[src/sv/scal_isqrt.sv]
// iterative floor square root of a 64 bit word, two radicand bits per cycle
module scal_isqrt (
  input  logic        clk_i,
  input  logic        rst_ni,
  input  logic        start_i,
  input  logic [63:0] radicand_i,
  output logic        done_o,
  output logic [31:0] root_o
);

  logic        busy_q, done_q;
  logic [63:0] bit_q, x_q, r_q;
  logic [64:0] t;
  logic        take;

  always_comb begin
    t    = {1'b0, r_q} + {1'b0, bit_q};
    take = {1'b0, x_q} >= t;
  end

  always_ff @(posedge clk_i or negedge rst_ni) begin
    if (!rst_ni) begin
      busy_q <= 1'b0;
      done_q <= 1'b0;
      bit_q  <= '0;
    end else begin
      done_q <= 1'b0;
      if (start_i) begin
        busy_q <= 1'b1;
        bit_q  <= 64'd1 << 62;
      end else if (busy_q) begin
        bit_q <= bit_q >> 2;
        if (bit_q == 64'd1) begin
          busy_q <= 1'b0;
          done_q <= 1'b1;
        end
      end
    end
  end

  always_ff @(posedge clk_i) begin
    if (start_i) begin
      x_q <= radicand_i;
      r_q <= '0;
    end else if (busy_q) begin
      if (take) begin
        x_q <= x_q - t[63:0];
        r_q <= (r_q >> 1) + bit_q;
      end else begin
        r_q <= r_q >> 1;
      end
    end
  end

  assign done_o = done_q;
  assign root_o = r_q[31:0];

endmodule

[config.mk]
export PLATFORM = sky130hd
export DESIGN_NAME = scal_isqrt
export DESIGN_NICKNAME = d
export VERILOG_FILES = /design/src/sv/scal_isqrt.sv
export SDC_FILE = /design/constraint.sdc
export NUM_CORES = 1
export LEC_CHECK = 0
export BUFFER_PORTS_ARGS = -buffer_cell sky130_fd_sc_hd__buf_2
export CORE_MARGIN = 2
export CORE_UTILIZATION = 35
export DETAILED_ROUTE_END_ITERATION = 12
export GPL_ROUTABILITY_DRIVEN = 0
export PLACE_DENSITY_LB_ADDON = 0.08
export RECOVER_POWER = 25
export SYNTH_ARGS = -nofsm -noshare
export SYNTH_HDL_FRONTEND = slang
export SYNTH_SLANG_ARGS = --single-unit
[constraint.sdc]
create_clock -name clk_i -period 15.45 [get_ports clk_i]
set_input_delay 0.7725 -clock clk_i [delete_from_list [all_inputs] [get_ports clk_i]]
set_output_delay 0.7725 -clock clk_i [all_outputs]
set_load 0.01 [all_outputs]
==> out/qor.yml <==
critical_path:
  crit_type: "reg -> reg"
  path_buf_inv: 1
  r2r_cells: 23
  endpoint_kind: "flip-flop"
  cp_top_family: "compound AO/OA/AOI/OAI gates"
  start_kind: "flip-flop"
  crit_path_top_delay_cell: "o21ai_4"
  cp.arrival_ps: 8360
  path_cells: "ha_1 -> a31oi_1 -> a211oi_1 -> a21oi_1 -> o21ai_1 -> a21oi_1 -> o31ai_2 -> a21oi_1 -> o21bai_1 -> a31oi_1 -> o21bai_1 -> xnor2_1 -> ha_1 -> nand3_1 -> nor4_1 -> nand4_1 -> nor4_1 -> a211o_1 -> o221a_2 -> o31ai_1 -> a21o_4 -> o21ai_4 -> buf_4"
  slowest_delay_ps: 850
  worst-path-stages: 23
  path_max_fanout: 54
  cp.required_ps: 15580
  crit_path_frequent_cell: "a21oi_1"
flow_run:
  max_cap_violations: 3
detailed_routing:
  wl_met1_um: 24200
  first_iter_violations: 940
  wirelength_um: 50030
  wl_met2_um: 22440
  top_layer_used: "met4"
  wl_met3_um: 2195
  vias: 14170
  via_per_inst: 5.671
  drtAntennaViolNets: 0
  drc: 0
  post_drt_wl_per_cell_um: 20.02
  first_pass_iters: 5
cts:
  cts_buffer_depth: 2
  insertion_delay_ps: 500
  cts_hold_buf: 0
  cts_setup_buffers: 0
  numCtsBuffers: 17
  cts_tree: "done"
  cts-root-buf: "clkbuf_16"
  clkSinkCount: 162
  htreeDepth: 4
  postCtsResizedCells: 0
  path_clk_slew_ps: 70
floorplanning:
  chipHeight_um: 213.4
  dieWidth_um: 213.4
  die-area_um2: 45560
  start_util_pct: 35.56
  core_um2: 43170
  ios: 100
  fp-row-count: 76
power_and_ir_drop:
  total_leakage_power_nw: 6.590
  power.density_nw_per_um2: 162.5
  peakVddDrop_mv: 0.09822
synthesis:
  ys_ff_latch: 162
  yosys.area.top_type: "edfxtp_1"
  synth_cell_types: 89
  async_flop_share_pct: 20.99
  synth.area.top_cells: "edfxtp_1 13%, ha_1 11%, dfxtp_1 8.3%, dfrtp_1 5.5%, o21ai_0 5.1%"
  yosysSeqAreaShare_pct: 26.40
  synth_ff_type: "edfxtp_1"
  netlist_area_um2: 15350
  syn_area_per_cell_um2: 8.043
  synthesis.nets: 2107
  syn_inst: 1909
  synth_enable_flop_cells: 64
  ys_warn_count: 0
  synth_top_cell_area_share_pct: 12.52
run_status:
  run_status: "complete, but fails checks"
  violations: "max-capacitance violations, max-slew violations"
placement:
  post-dp-hpwl_um: 37190
  port_buffers: 99
final_layout:
  nFillCells: 4580
  drive_gt1_share_pct: 8.673
  post-route-util_pct: 38.20
  regArea_um2: 4054
  multi_input_area_um2: 10510
  fin_nets: 2099
  area_growth_syn_to_layout_pct: 7.416
  antenna_cells: 0
global_routing:
  antenna_found_initial: 1
  overflow: 0
  grt_pass1_vias: 13660
  track_usage_pct: 22.59
  grt_first_pass_wirelength_um: 78290
  grt_max_degree: 151
sta:
  finalSetupViolations: 0
  period_needed_ps: 8224
  maxSlewHeadroom_pct: -343.8
  holdWs_ps: 505.6
  final-hold-violation-count: 0
  rsz0062_at_grt: "no"
  min_period_over_period_pct: 53.23
  drv_slew: 260
  tns_ps: 0
  fin_skew_ps: 11.72
  worstMarginPinSlew_ps: 6658
  fmax_mhz: 121.6
worst_hold_path:
  hold_path_depth: 2
  holdCritPathClass: "reg -> reg"
==> registers in the layout, indices dropped and copies added (netlist names) <==
register,count
bit_q,32
r_q,64
done_o,1
busy_q,1
x_q,64
==> path summary, 6_finish.rpt <==
kind                       startpoint         to  slack, ps
hold / removal                 r_q[0]     r_q[0]        510
min in group asynchronous      rst_ni   bit_q[2]        970
max in group asynchronous      rst_ni  bit_q[12]      13150
setup reg to reg             bit_q[2]    x_q[34]       7230
hold reg to reg                r_q[0]     r_q[0]        510
setup / recovery             bit_q[2]    x_q[34]       7230
==> per-stage QoR <==
stage	area, um2	instances	worst slack (ps)	total power [mW]
global placement	15980	2467	7498	2.238
global route	16490	2499	6724	2.894
CTS	16540	2499	7284	2.692
finish	16490	2499	7226	2.681
floorplan	15350	1909	5428	1.888
detailed placement	15980	2467	7294	2.241
==> worst register-to-register path: cells and delay by family (launching register included) <==
kind	cells	cell delay (ps)
DFF	1	440
AOI/OAI and AO/OA	15	4860
xor gates and xnor gates	1	100
adders and majority gates	2	760
and+or+nand+nor	4	990
buffers and inverters	1	680
==> power breakdown <==
part	total (mW)	internal, mW	switching, mW	leakage [nW]
sequential	0.657	0.604	0.0533	1.65
combinational	1.59	0.594	0.997	4.68
clock	0.433	0.222	0.211	0.266
==> layout make-up <==
class                      count  area share (%)
sequential                   162           24.58
multi-input combinational   1581           63.71
clock inverter                15          0.8118
tap                          585           4.438
inverter                      34          0.7738
clock buffer                  17           2.579
timing repair buffer         105           3.103
==> kinds of logic (layout without fill, tap and decap cells) <==
kind of cell	count (synthesis)	after routing	share of synthesized area, %
AO/OA/AOI/OAI	627	627	27.10
XOR/XNOR	137	137	7.815
adder cells (fa/ha/maj)	131	131	10.72
buffers and inverters	166	171	5.273
flip-flops	162	162	26.40
multiplexers	57	57	3.757
AND/OR/NAND/NOR	629	629	18.93
==> Yosys cell counts (53+ instances only) <==
cell type and instances:
edfxtp_1 64, xor2_1 60, clkbuf_1 60, xnor2_1 77, a31oi_1 64, dfxtp_1 64, a21o_1 53, nor2_1 199
ha_1 130, nand2_1 200, o21ai_0 157, a21oi_1 117
==> per-layer routing <==
| layer | up-vias | global-route usage (%) |
|---|---|---|
| li1 | 7063 | - |
| met1 | 6750 | 31.01 |
| met2 | 304 | 35.49 |
| met3 | 55 | 4.071 |
| met4 | 0 | 8.118 |
| met5 | - | 0 |
==> cells in the final DEF (no fill, tap or decap), types with 53 or more instances in the layout <==
| master | synthesis | routed |
|---|---|---|
| nor2_1 | 199 | 199 |
| ha_1 | 130 | 130 |
| nand2_1 | 200 | 200 |
| o21ai_0 | 157 | 156 |
| xnor2_1 | 77 | 77 |
| a21oi_1 | 117 | 117 |
| a21o_1 | 53 | 53 |
| a31oi_1 | 64 | 64 |
| buf_2 | 24 | 76 |
| dfxtp_1 | 64 | 64 |
| xor2_1 | 60 | 60 |
| edfxtp_1 | 64 | 64 |
No activity file was read; power rests on OpenSTA's default activity.
