===== src/sv/scal_pkg.sv =====
// shared types, widths and helpers for the static coarse alignment block
package scal_pkg;

  localparam int unsigned MAX_SAMPLES = 65536;
  localparam int unsigned CNT_W       = $clog2(MAX_SAMPLES + 1);
  localparam int unsigned DAT_W       = 32;
  localparam int unsigned SUM_W       = 48;
  localparam int unsigned MEAN_W      = 34;
  localparam int unsigned PROD_W      = 2 * MEAN_W;
  localparam int unsigned VEC_W       = 66;
  localparam int unsigned MAG_W       = 64;
  localparam int unsigned DVD_W       = 64;
  localparam int unsigned DVS_W       = 32;

  localparam logic ACT_ACCUM   = 1'b0;
  localparam logic ACT_COMPUTE = 1'b1;

  typedef enum logic [1:0] {
    CFG_WIN_START = 2'd0,
    CFG_WIN_END   = 2'd1,
    CFG_GYRO_LIM  = 2'd2
  } cfg_idx_e;

  typedef enum logic [1:0] {
    ST_OK    = 2'd0,
    ST_EMPTY = 2'd1,
    ST_DEGEN = 2'd2
  } status_e;

  typedef logic signed [SUM_W-1:0] sum_t;

  typedef struct packed {
    logic              action;
    logic [31:0]       sample_time;
    logic signed [31:0] gyro_x;
    logic signed [31:0] gyro_y;
    logic signed [31:0] gyro_z;
    logic signed [31:0] accel_x;
    logic signed [31:0] accel_y;
    logic signed [31:0] accel_z;
  } in_item_t;

  typedef struct packed {
    logic [3:0]         element_index;
    logic signed [31:0] element_value;
    logic [1:0]         status;
    logic               last;
  } out_item_t;

  typedef struct packed {
    sum_t [2:0]       gyro;
    sum_t [2:0]       accel;
    logic [CNT_W-1:0] count;
  } acc_state_t;

  // operand order of the six cross product terms
  function automatic logic [1:0] cross_a_idx(input logic [2:0] k);
    logic [1:0] r;
    case (k)
      3'd0:    r = 2'd1;
      3'd1:    r = 2'd2;
      3'd2:    r = 2'd2;
      3'd3:    r = 2'd0;
      3'd4:    r = 2'd0;
      default: r = 2'd1;
    endcase
    return r;
  endfunction

  function automatic logic [1:0] cross_b_idx(input logic [2:0] k);
    logic [1:0] r;
    case (k)
      3'd0:    r = 2'd2;
      3'd1:    r = 2'd1;
      3'd2:    r = 2'd0;
      3'd3:    r = 2'd2;
      3'd4:    r = 2'd1;
      default: r = 2'd0;
    endcase
    return r;
  endfunction

endpackage


===== src/sv/scal_div.sv =====
// iterative restoring divider, one quotient bit per cycle
module scal_div (
  input  logic                         clk_i,
  input  logic                         rst_ni,
  input  logic                         start_i,
  input  logic [scal_pkg::DVD_W-1:0]   dividend_i,
  input  logic [scal_pkg::DVS_W-1:0]   divisor_i,
  output logic                         done_o,
  output logic [scal_pkg::DVD_W-1:0]   quotient_o
);

  localparam int unsigned CW = $clog2(scal_pkg::DVD_W);

  logic                       busy_q, done_q;
  logic [CW-1:0]              cnt_q;
  logic [scal_pkg::DVS_W-1:0] rem_q, dvs_q;
  logic [scal_pkg::DVD_W-1:0] quo_q;
  logic [scal_pkg::DVS_W:0]   trial, diff;
  logic                       fits;

  always_comb begin
    trial = {rem_q, quo_q[scal_pkg::DVD_W-1]};
    diff  = trial - {1'b0, dvs_q};
    fits  = trial >= {1'b0, dvs_q};
  end

  always_ff @(posedge clk_i or negedge rst_ni) begin
    if (!rst_ni) begin
      busy_q <= 1'b0;
      done_q <= 1'b0;
      cnt_q  <= '0;
    end else begin
      done_q <= 1'b0;
      if (start_i) begin
        busy_q <= 1'b1;
        cnt_q  <= '0;
      end else if (busy_q) begin
        cnt_q <= cnt_q + 1'b1;
        if (cnt_q == CW'(scal_pkg::DVD_W - 1)) begin
          busy_q <= 1'b0;
          done_q <= 1'b1;
        end
      end
    end
  end

  always_ff @(posedge clk_i) begin
    if (start_i) begin
      rem_q <= '0;
      quo_q <= dividend_i;
      dvs_q <= divisor_i;
    end else if (busy_q) begin
      rem_q <= fits ? diff[scal_pkg::DVS_W-1:0] : trial[scal_pkg::DVS_W-1:0];
      quo_q <= {quo_q[scal_pkg::DVD_W-2:0], fits};
    end
  end

  assign done_o     = done_q;
  assign quotient_o = quo_q;

endmodule


===== config.mk =====
export PLATFORM = sky130hd
export DESIGN_NAME = scal_div
export DESIGN_NICKNAME = d
export VERILOG_FILES = /design/src/sv/scal_pkg.sv /design/src/sv/scal_div.sv
export SDC_FILE = /design/constraint.sdc
export NUM_CORES = 1
export LEC_CHECK = 0
export BUFFER_PORTS_ARGS = -buffer_cell sky130_fd_sc_hd__buf_2
export CAP_MARGIN = 10
export CORE_AREA = 2 2 118 131
export CTS_BUF_LIST = sky130_fd_sc_hd__clkbuf_4 sky130_fd_sc_hd__clkbuf_8
export CTS_CLUSTER_DIAMETER = 60
export DETAILED_ROUTE_END_ITERATION = 7
export DIE_AREA = 0 0 120 133
export PLACE_DENSITY = 0.77
export SLEW_MARGIN = 0
export SYNTH_ARGS = -nofsm -noshare
export SYNTH_HDL_FRONTEND = slang
export SYNTH_SLANG_ARGS = --single-unit

===== constraint.sdc =====
create_clock -name clk_i -period 2.7 [get_ports clk_i]
set_input_delay 0.135 -clock clk_i [delete_from_list [all_inputs] [get_ports clk_i]]
set_output_delay 0.135 -clock clk_i [all_outputs]
set_load 0.05 [all_outputs]

==> flow_metrics.env <==
export IMPL_synth_warnings=0
export IMPL_synth_top_family_by_area="multiplexers"
export IMPL_synth_fa_ha_area_share_pct=6.06
export IMPL_crit_required_ns=3.03
export IMPL_finalWorstSetupSlack_ns=-0.166
export IMPL_min_period_ns=2.87
export IMPL_first_iter_violations=314
export IMPL_area_growth_pct=42.8
export IMPL_remaining_drc_errors=0
export IMPL_synth_simple_gate_area_share_pct=9.07
export IMPL_synth_edf_count=96
export IMPL_fmax_ghz=0.349
export IMPL_drt_first_pass_iters=5
export IMPL_die_height_um=133
export IMPL_finalCritPeriodShare_pct=106
export IMPL_ys_seq_area_share_pct=52.1
export IMPL_finalInstanceArea_mm2=0.0102
export IMPL_wire_per_inst_um=17.0
export IMPL_diodes=0
export IMPL_yosys_register_bits=136
export IMPL_fp_row_count=47
export IMPL_fin_util_pct=69.2
export IMPL_hold_ws_ns=0.0336
export IMPL_maxSlewViolCount=0
export IMPL_die_area_mm2=0.0160
export IMPL_clk_pin_slew_ns=0.08
export IMPL_hpwl_mm=12.6
export IMPL_status="finished with violations"
export IMPL_clock_path_buffers=2
export IMPL_drive_above_1_share_pct=38.4
export IMPL_ir_drop_mv=0.415
export IMPL_viasPerCell=5.35
export IMPL_rsz0062_at_grt="yes"
export IMPL_antenna_left=0
export IMPL_grt_pass1_wl_mm=30.3
export IMPL_power_density_mw_per_mm2=517
export IMPL_ys_flop_type="edfxtp_1"
export IMPL_synth_compound_area_share_pct=12.3
export IMPL_routed_wl_mm=19.5
export IMPL_worstPathArrival_ns=3.20
export IMPL_critical_path_max_stage_delay_ns=0.47
export IMPL_synth_area_per_cell_um2=11.5
export IMPL_synth_top_area_share_pct=40.3
export IMPL_yosysTopAreaCell="edfxtp_1"
export IMPL_cts_sinks=136
export IMPL_start_util_pct=48.4
export IMPL_core_region_area_mm2=0.0148
export IMPL_dr_total_vias=6133
export IMPL_die_w_um=120
export IMPL_grt_max_degree=65
export IMPL_ios=164
export IMPL_cts_tree="done"
export IMPL_grt_overflow_total=0
export IMPL_cts_root_buf="clkbuf_8"
export IMPL_gp_congestion=0.955
export IMPL_final_cells=1147
export IMPL_slowest_stage="a2111o_1"
export IMPL_syn_area_mm2=0.00715
export IMPL_leakagePower_nw=4.38
export IMPL_htree_levels=4
export IMPL_async_flop_share_pct=5.88
export IMPL_grt_usage_pct=24.6
export IMPL_syn_nets=753
export IMPL_synthMuxAreaShare_pct=12.4
export IMPL_synth_area_top_cells="edfxtp_1 (40%), mux2_2 (9.9%), dfxtp_1 (9.0%)"
export IMPL_place_area_mm2=0.00862
export IMPL_path_class="reg2reg"
export IMPL_hold_viol=0
export IMPL_slew_headroom_pct=63.4
export IMPL_cts_buffers_inserted=17
export IMPL_min_path_type="in2reg"
export IMPL_synth_xor_area_share_pct=3.92
export IMPL_path_max_fanout=4
export IMPL_ys_types=54
export IMPL_setup_viol_count_final=31
export IMPL_clock_skew_ns=0.0103
export IMPL_dp_cells=1014
export IMPL_start_kind="flop"
export IMPL_synth_cells=620
export IMPL_io_buffers=163
export IMPL_failed_checks="negative setup slack"
export IMPL_antenna_found_initial=0
export IMPL_grt_pass1_vias=6170
export IMPL_worst_pin_slew_ns=0.549
export IMPL_endpoint_kind="flop"
export IMPL_crit_chain="inv_1 > ha_4 > nand4_1 > o22ai_2 > a211oi_2 > a2111o_1 > a2111oi_4 > nor2_4 > a21oi_4 > buf_4 > buf_6 > mux2i_1 > a211oi_1"
export IMPL_drv_cap=0
export IMPL_clk_latency_ns=0.46
export IMPL_fillCellCount=1073
export IMPL_finalNetCount=1071
registers in the layout (all words and copies together) (netlist names):
| signal | count |
|---|---|
| busy_q | 1 |
| cnt_q | 6 |
| done_o | 1 |
| dvs_q | 32 |
| quotient_o | 64 |
| rem_q | 32 |
path summary, 6_finish.rpt:
path                                 from             end  slack, ns  cells after the start
max in group asynchronous          rst_ni        cnt_q[0]       2.47                      2
min in group asynchronous          rst_ni        cnt_q[2]       0.05                      2
setup reg to reg                dvs_q[12]       rem_q[14]      -0.17                     13
hold / removal             dividend_i[58]  quotient_o[58]       0.03                      2
setup / recovery                dvs_q[12]       rem_q[14]      -0.17                     13
hold reg to reg                  rem_q[2]        rem_q[2]       0.50                      2
routing by layer:
layer	up-vias	routed length (um)	GRT usage, %
met1	2918	7610	27.5
met3	43	1320	6.72
met4	0	552	11.4
met5	-	0	0
li1	2937	-	-
met2	235	10000	43.3
timing repair:
action | in CTS | in global routing
gates cloned | 1 | 0
setup endpoints to repair | 30 | 33
buffers inserted | 3 | 3
pin swaps | 6 | 6
hold buffers | 95 | 1
endpoints found under the hold margin | 102 | 1
gates resized for setup | 21 | 18
synth_stat cells (3+ instances only):
master    instances
a211o_1           4
a21o_1           12
nand2b_1          7
nand2_1          45
a211oi_1         13
a311oi_1          7
and3_1            4
nand3_1          16
o21ai_1          13
clkbuf_1         17
mux2_2           63
edfxtp_1         96
o211ai_1          3
o31ai_1           4
buf_2             4
a31oi_1           8
a21oi_1          26
inv_1            40
o21bai_1          5
and2_1            6
xor2_1           15
dfxtp_1          32
dfrtp_1           8
ha_1             33
xnor2_1          17
a41oi_1           3
nor3_1            3
o21ai_0          11
buf_1             4
mux2i_1          18
a32oi_1           3
o21a_1            4
or3_1             6
nor2_1           39
nand4_1           7
per-stage QoR:
step / power [mW] / setup slack (ns) / setup TNS [ns]
after floorplan: 3.20 / -0.219 / -5.24
after global placement: 3.52 / -0.116 / -2.15
after detailed placement: 3.53 / -0.156 / -3.43
after CTS: 5.29 / -0.138 / -2.29
after global routing: 5.48 / -0.293 / -7.91
final: 5.28 / -0.166 / -3.41
cells in the final DEF (no fill, tap or decap), types with 10 or more instances in the layout:
cell type,count
a211oi_1,10
a21o_1,11
a21oi_1,25
buf_2,162
buf_4,59
clkbuf_8,18
dfxtp_1,32
dlygate4sd3_1,96
edfxtp_1,96
ha_1,27
inv_1,38
mux2_2,63
mux2i_1,16
nand2_1,44
nand3_1,12
nor2_1,39
o21ai_0,10
o21ai_1,12
xnor2_1,17
xor2_1,15
cell type report:
cell class                      count  area [um2]  share of cell area [%]
Multi-Input combinational cell    415        3360                    32.9
Sequential cell                   136        3720                    36.5
Tap cell                          196         245                    2.40
Clock buffer                       20         263                    2.57
Timing Repair Buffer              327        2340                    23.0
Inverter                           41         155                    1.52
Clock inverter                     12         115                    1.13
cells by family after synthesis:
logic type,after synthesis
buf+inv,69
mux,81
compound gates,128
fa+ha+maj,34
simple gates,140
xor+xnor,32
flops,136
where the power goes:
group | leakage [nW] | internal, mW | switching [mW]
clock network | 0.188 | 0.786 | 0.861
logic | 2.84 | 0.452 | 0.700
registers | 1.36 | 2.40 | 0.0826
worst max-delay path, delay by kind of cell (launching register included):
family	cells	cell delay [ns]
AOI/OAI and AO/OA	6	1.40
DFF	1	0.33
buffers and inverters	3	0.32
adders and majority gates	1	0.28
and+or+nand+nor	2	0.23
muxes	1	0.19
Note: power is estimated with default switching activity, not from simulation.
