`src/sv/scal_pkg.sv`:
```
// shared types, widths and helpers for the static coarse alignment block
package scal_pkg;

  localparam int unsigned MAX_SAMPLES = 65536;
  localparam int unsigned CNT_W       = $clog2(MAX_SAMPLES + 1);
  localparam int unsigned DAT_W       = 32;
  localparam int unsigned SUM_W       = 48;
  localparam int unsigned MEAN_W      = 34;
  localparam int unsigned PROD_W      = 2 * MEAN_W;
  localparam int unsigned VEC_W       = 66;
  localparam int unsigned MAG_W       = 64;
  localparam int unsigned DVD_W       = 64;
  localparam int unsigned DVS_W       = 32;

  localparam logic ACT_ACCUM   = 1'b0;
  localparam logic ACT_COMPUTE = 1'b1;

  typedef enum logic [1:0] {
    CFG_WIN_START = 2'd0,
    CFG_WIN_END   = 2'd1,
    CFG_GYRO_LIM  = 2'd2
  } cfg_idx_e;

  typedef enum logic [1:0] {
    ST_OK    = 2'd0,
    ST_EMPTY = 2'd1,
    ST_DEGEN = 2'd2
  } status_e;

  typedef logic signed [SUM_W-1:0] sum_t;

  typedef struct packed {
    logic              action;
    logic [31:0]       sample_time;
    logic signed [31:0] gyro_x;
    logic signed [31:0] gyro_y;
    logic signed [31:0] gyro_z;
    logic signed [31:0] accel_x;
    logic signed [31:0] accel_y;
    logic signed [31:0] accel_z;
  } in_item_t;

  typedef struct packed {
    logic [3:0]         element_index;
    logic signed [31:0] element_value;
    logic [1:0]         status;
    logic               last;
  } out_item_t;

  typedef struct packed {
    sum_t [2:0]       gyro;
    sum_t [2:0]       accel;
    logic [CNT_W-1:0] count;
  } acc_state_t;

  // operand order of the six cross product terms
  function automatic logic [1:0] cross_a_idx(input logic [2:0] k);
    logic [1:0] r;
    case (k)
      3'd0:    r = 2'd1;
      3'd1:    r = 2'd2;
      3'd2:    r = 2'd2;
      3'd3:    r = 2'd0;
      3'd4:    r = 2'd0;
      default: r = 2'd1;
    endcase
    return r;
  endfunction

  function automatic logic [1:0] cross_b_idx(input logic [2:0] k);
    logic [1:0] r;
    case (k)
      3'd0:    r = 2'd2;
      3'd1:    r = 2'd1;
      3'd2:    r = 2'd0;
      3'd3:    r = 2'd2;
      3'd4:    r = 2'd1;
      default: r = 2'd0;
    endcase
    return r;
  endfunction

endpackage

```
`src/sv/scal_accum.sv`:
```
// configuration registers and windowed sample accumulator
module scal_accum (
  input  logic                 clk_i,
  input  logic                 rst_ni,
  input  logic                 cfg_we_i,
  input  logic [1:0]           cfg_idx_i,
  input  logic [31:0]          cfg_data_i,
  input  logic                 sample_i,
  input  scal_pkg::in_item_t   item_i,
  input  logic                 clear_i,
  output scal_pkg::acc_state_t acc_o
);

  localparam int unsigned EXT = scal_pkg::SUM_W - scal_pkg::DAT_W;

  logic [31:0]          win_start_q, win_end_q, gyro_lim_q;
  scal_pkg::acc_state_t acc_q;
  logic                 take;
  logic [2:0][31:0]     gin, ain;

  always_comb begin
    gin  = {item_i.gyro_z, item_i.gyro_y, item_i.gyro_x};
    ain  = {item_i.accel_z, item_i.accel_y, item_i.accel_x};
    take = sample_i
        && (item_i.sample_time >= win_start_q)
        && (item_i.sample_time <= win_end_q)
        && ($signed(item_i.gyro_x) <= $signed(gyro_lim_q))
        && (acc_q.count < scal_pkg::CNT_W'(scal_pkg::MAX_SAMPLES));
  end

  always_ff @(posedge clk_i or negedge rst_ni) begin
    if (!rst_ni) begin
      win_start_q <= '0;
      win_end_q   <= '1;
      gyro_lim_q  <= 32'd26214;
    end else if (cfg_we_i) begin
      unique case (cfg_idx_i)
        scal_pkg::CFG_WIN_START: win_start_q <= cfg_data_i;
        scal_pkg::CFG_WIN_END:   win_end_q   <= cfg_data_i;
        scal_pkg::CFG_GYRO_LIM:  gyro_lim_q  <= cfg_data_i;
        default: ;
      endcase
    end
  end

  always_ff @(posedge clk_i or negedge rst_ni) begin
    if (!rst_ni) begin
      acc_q <= '0;
    end else if (clear_i) begin
      acc_q <= '0;
    end else if (take) begin
      for (int i = 0; i < 3; i++) begin
        acc_q.gyro[i]  <= acc_q.gyro[i]  + {{EXT{gin[i][31]}}, gin[i]};
        acc_q.accel[i] <= acc_q.accel[i] + {{EXT{ain[i][31]}}, ain[i]};
      end
      acc_q.count <= acc_q.count + 1'b1;
    end
  end

  assign acc_o = acc_q;

endmodule

```
`config.mk`:
```
export PLATFORM = sky130hd
export DESIGN_NAME = scal_accum
export DESIGN_NICKNAME = d
export VERILOG_FILES = /design/src/sv/scal_pkg.sv /design/src/sv/scal_accum.sv
export SDC_FILE = /design/constraint.sdc
export NUM_CORES = 1
export LEC_CHECK = 0
export ABC_AREA = 1
export BUFFER_PORTS_ARGS = -buffer_cell sky130_fd_sc_hd__clkbuf_2
export CELL_PAD_IN_SITES_DETAIL_PLACEMENT = 1
export CELL_PAD_IN_SITES_GLOBAL_PLACEMENT = 1
export CORE_ASPECT_RATIO = 0.7
export CORE_MARGIN = 5
export CORE_UTILIZATION = 41
export DETAILED_ROUTE_END_ITERATION = 10
export HOLD_SLACK_MARGIN = 0.1
export PLACE_DENSITY_LB_ADDON = 0.1
export SYNTH_ARGS = -nofsm -noshare
export SYNTH_HDL_FRONTEND = slang
export SYNTH_SLANG_ARGS = --single-unit
```
`constraint.sdc`:
```
create_clock -name clk_i -period 3 [get_ports clk_i]
set_input_delay 0.3 -clock clk_i [delete_from_list [all_inputs] [get_ports clk_i]]
set_output_delay 0.3 -clock clk_i [all_outputs]
set_load 0.05 [all_outputs]
```
==> reports/results.txt <==
Post-Synth Adder-Cell Area: 12.2%
hold path cells: 6
outcome: complete, no violations
Yosys top cell by area: dfrtp_1
WHS: 140 ps
r2r worst-path depth: 19
critical-path maximum fanout: 4
Mapped Cells: 6459
CTS root buf: clkbuf_16
share of the clock period used by the worst path: 95.1%
maxcap violations: 0
Worst IR Drop VDD: 0.691 mV
Reg-to-Reg End: acc_o[105]$_DFFE_PN0P_
largest family of logic cells by synthesized area: simple AND/OR/NAND/NOR gates
Yosys top cell area share: 22.6%
final RePlAce weighted congestion: 1.01
final antenna-violating net count: 0
IO Pins: 569
final hold violations: 0
clk slew on worst S/H paths: 70 ps
fin crit period: 2850 ps
First DRT Iteration DRCs: 3818
TritonRoute pass-1 iters: 5
buffers added on ports: 567
Post-Synth Simple-Gate Area: 35.7%
FF-to-FF Start: acc_o[65]$_DFFE_PN0P_
Tot GR Track Use: 32.8%
initial core utilization: 41.5%
DRC: 0
Max Freq: 351 MHz
maximum number of pins on one net before global-route repair: 112
top_reg_cell synth: dfrtp_1
Yosys reg bits: 401
PwrDens: 1010 nW/um^2
Synth area leaders: dfrtp_1 23%, nand2_1 18%, ha_1 12%
CTS sink count: 401
initial antenna violation count: 14
final WL: 179 mm
Final Setup Violations: 0
synthesized area per cell: 6.19 sq um
most common cell in the netlist: nand2_1
DR WL/cell: 21.1 um
die height: 271 um
Synthesized Nets: 7108
fill count: 13400
ratio of cells with drive above 1 in the final layout: 12.1%
final cell count without fillers: 8484
clk_skew: 20.0 ps
FF-to-FF setup slack: 150 ps
Via-to-Cell Ratio: 5.53
Layout area overhead: 19.2%
FFs w/ async S/R, synth: 100%
Hold Startpoint: item_i[128]
Die Wd: 383 um
Longest Clk Path Bufs: 3
Placed Instances: 8338
Synthesis Warnings: 0
GRT Residual Overflow: 0
critical path type: register to register
crit path cell chain: ha_1 > inv_1 > fa_1 > inv_1 > nand3_1 > nand2_1 > nand2_1 > nand2_1 > nand3_1 > nand2_2 > nand2_1 > nand2_1 > nand2_1 > nand2_1 > nand2_1 > nand2_1 > nor2_1 > nand2_1 > nand2_1
CP arrival: 3370 ps
Slew HR: 56.2%
most used cell, CP: nand2_1
Via Count: 46900
Rows: 95
setup TNS: 0 ps
XOR/XNOR Fraction of Synth Area: 1.89%
Leak: 25.4 nW
Post-synth top cells: 1916 x nand2_1, 826 x nor2_1, 793 x inv_1
CTS Buf Count: 49
Crit-path slowest cell: fa_1
hold endpoint: acc_o[209]$_DFFE_PN0P_
post-DP HPWL: 146 mm
vias in the first global route: 46600
Clock Latency Late Sink: 640 ps
htree depth: 2
fin nets: 7773
Core ar.: 96400 sq um
global-route wire length before repair: 272 mm
CTS tree: done
number of synthesized flops with an enable pin: 0
Startpoint Class: register
Die ar.: 104000 sq um
mux share of post-synthesis cell area: 0%
fin. max-slew vios: 0
mapped cell area: 40000 sq um
Synth Area in Compound Gates: 15.7%
CP Capture Type: register
worst slew pin tran: 651 ps
CP peak stage delay: 490 ps
CP required: 3520 ps
RSZ-0062 raised after global routing: false
register area share after synthesis: 25.2%
Hold Crit Class: primary input to register
Unique masters post-synth: 38
-- layer usage --
layer  vias to the layer above  wire length, um  GRT usage, %
met3                       178            13600          4.88
met4                         0             4490          7.83
met5                         -                0             0
met2                      1391            76700          50.1
met1                     22900            84400          48.6
li1                      22400                -             -
-- timing repair --
| action | in CTS | in global routing |
|---|---|---|
| endpoints found under the hold margin | 201 | 0 |
| resized for setup | 0 | 18 |
| hold buffers | 36 | 0 |
| buffers inserted | 0 | 3 |
| setup endpoints to repair | 0 | 248 |
-- layout make-up --
cell class | instances | area (sq um) | area share [%]
repair buffers | 765 | 4960 | 10.4
multi-input cells | 5114 | 26200 | 55.0
well taps | 1309 | 1640 | 3.44
clock buffers | 64 | 1380 | 2.90
flip-flops and latches | 401 | 10100 | 21.2
diodes | 13 | 32.5 | 0.0683
clock inverters | 25 | 324 | 0.681
inverters | 793 | 2980 | 6.27
-- cells in the final DEF (no fill, tap or decap), drive strengths merged, types with 9 or more instances in the layout --
| cell | Yosys | layout |
|---|---|---|
| buf | 68 | 160 |
| xor2 | 24 | 24 |
| a21oi | 558 | 558 |
| nor3 | 97 | 97 |
| o21a | 60 | 60 |
| nor3b | 9 | 9 |
| o21ai | 411 | 411 |
| inv | 793 | 797 |
| dfstp | 40 | 40 |
| clkbuf | 83 | 633 |
| nand3b | 18 | 18 |
| nor2 | 826 | 826 |
| nand2 | 1917 | 1917 |
| nand3 | 487 | 487 |
| diode | 0 | 13 |
| dlygate4sd3 | 0 | 36 |
| o21bai | 66 | 66 |
| xnor2 | 62 | 62 |
| a21boi | 26 | 26 |
| nand4 | 109 | 109 |
| a21o | 32 | 32 |
| clkinv | 0 | 13 |
| dfrtp | 361 | 361 |
| ha | 379 | 379 |
-- per-stage QoR --
stage	total power [mW]	instance area, sq um	worst slack (ps)	utilization, %
2_1_floorplan	29.9	40000	267	-
3_3_place_gp	39.9	45300	176	47.0
3_5_place_dp	40.6	45300	103	47.0
4_1_cts	47.5	47400	41.0	49.1
5_1_grt	51.2	47600	3.38	49.4
6_report	48.0	47600	147	49.4
-- critical path, delay by kind of cell, from the launching register on --
| family | cells | cell delay, ps |
|---|---|---|
| adders and majority gates | 2 | 780 |
| buffers and inverters | 2 | 230 |
| DFF | 1 | 380 |
| and+or+nand+nor | 15 | 1330 |
-- power breakdown --
| part | internal [mW] | leakage (nW) | total (mW) | switching (mW) |
|---|---|---|---|---|
| Combinational | 9.35 | 19.5 | 32.3 | 22.9 |
| Sequential | 7.23 | 5.09 | 9.15 | 1.92 |
| Clock | 3.71 | 0.838 | 6.55 | 2.83 |
-- logic make-up after synthesis --
family | Yosys count
simple gates | 3482
compound gates | 1161
buf+inv | 944
flops | 401
fa+ha+maj | 385
xor+xnor | 86
-- sequential cells by signal, indices dropped and copies added, names as in the netlist --
register and count:
acc_o 305, gyro_lim_q 32, win_end_q 32, win_start_q 32
-- worst max path at each step --
stage / from / endpoint / slack (ps) / cells after the start
floorplan: acc_o[257]$_DFFE_PN0P_ / acc_o[289]$_DFFE_PN0P_ / 270 / 16
global placement: gyro_lim_q[9]$_DFFE_PN1P_ / acc_o[287]$_DFFE_PN0P_ / 180 / 16
detailed placement: gyro_lim_q[6]$_DFFE_PN1P_ / acc_o[45]$_DFFE_PN0P_ / 100 / 18
CTS: gyro_lim_q[6]$_DFFE_PN1P_ / acc_o[266]$_DFFE_PN0P_ / 40 / 18
global route: acc_o[257]$_DFFE_PN0P_ / acc_o[289]$_DFFE_PN0P_ / 3 / 16
finish: acc_o[65]$_DFFE_PN0P_ / acc_o[105]$_DFFE_PN0P_ / 150 / 19
Note: power is estimated with default switching activity, not from simulation.
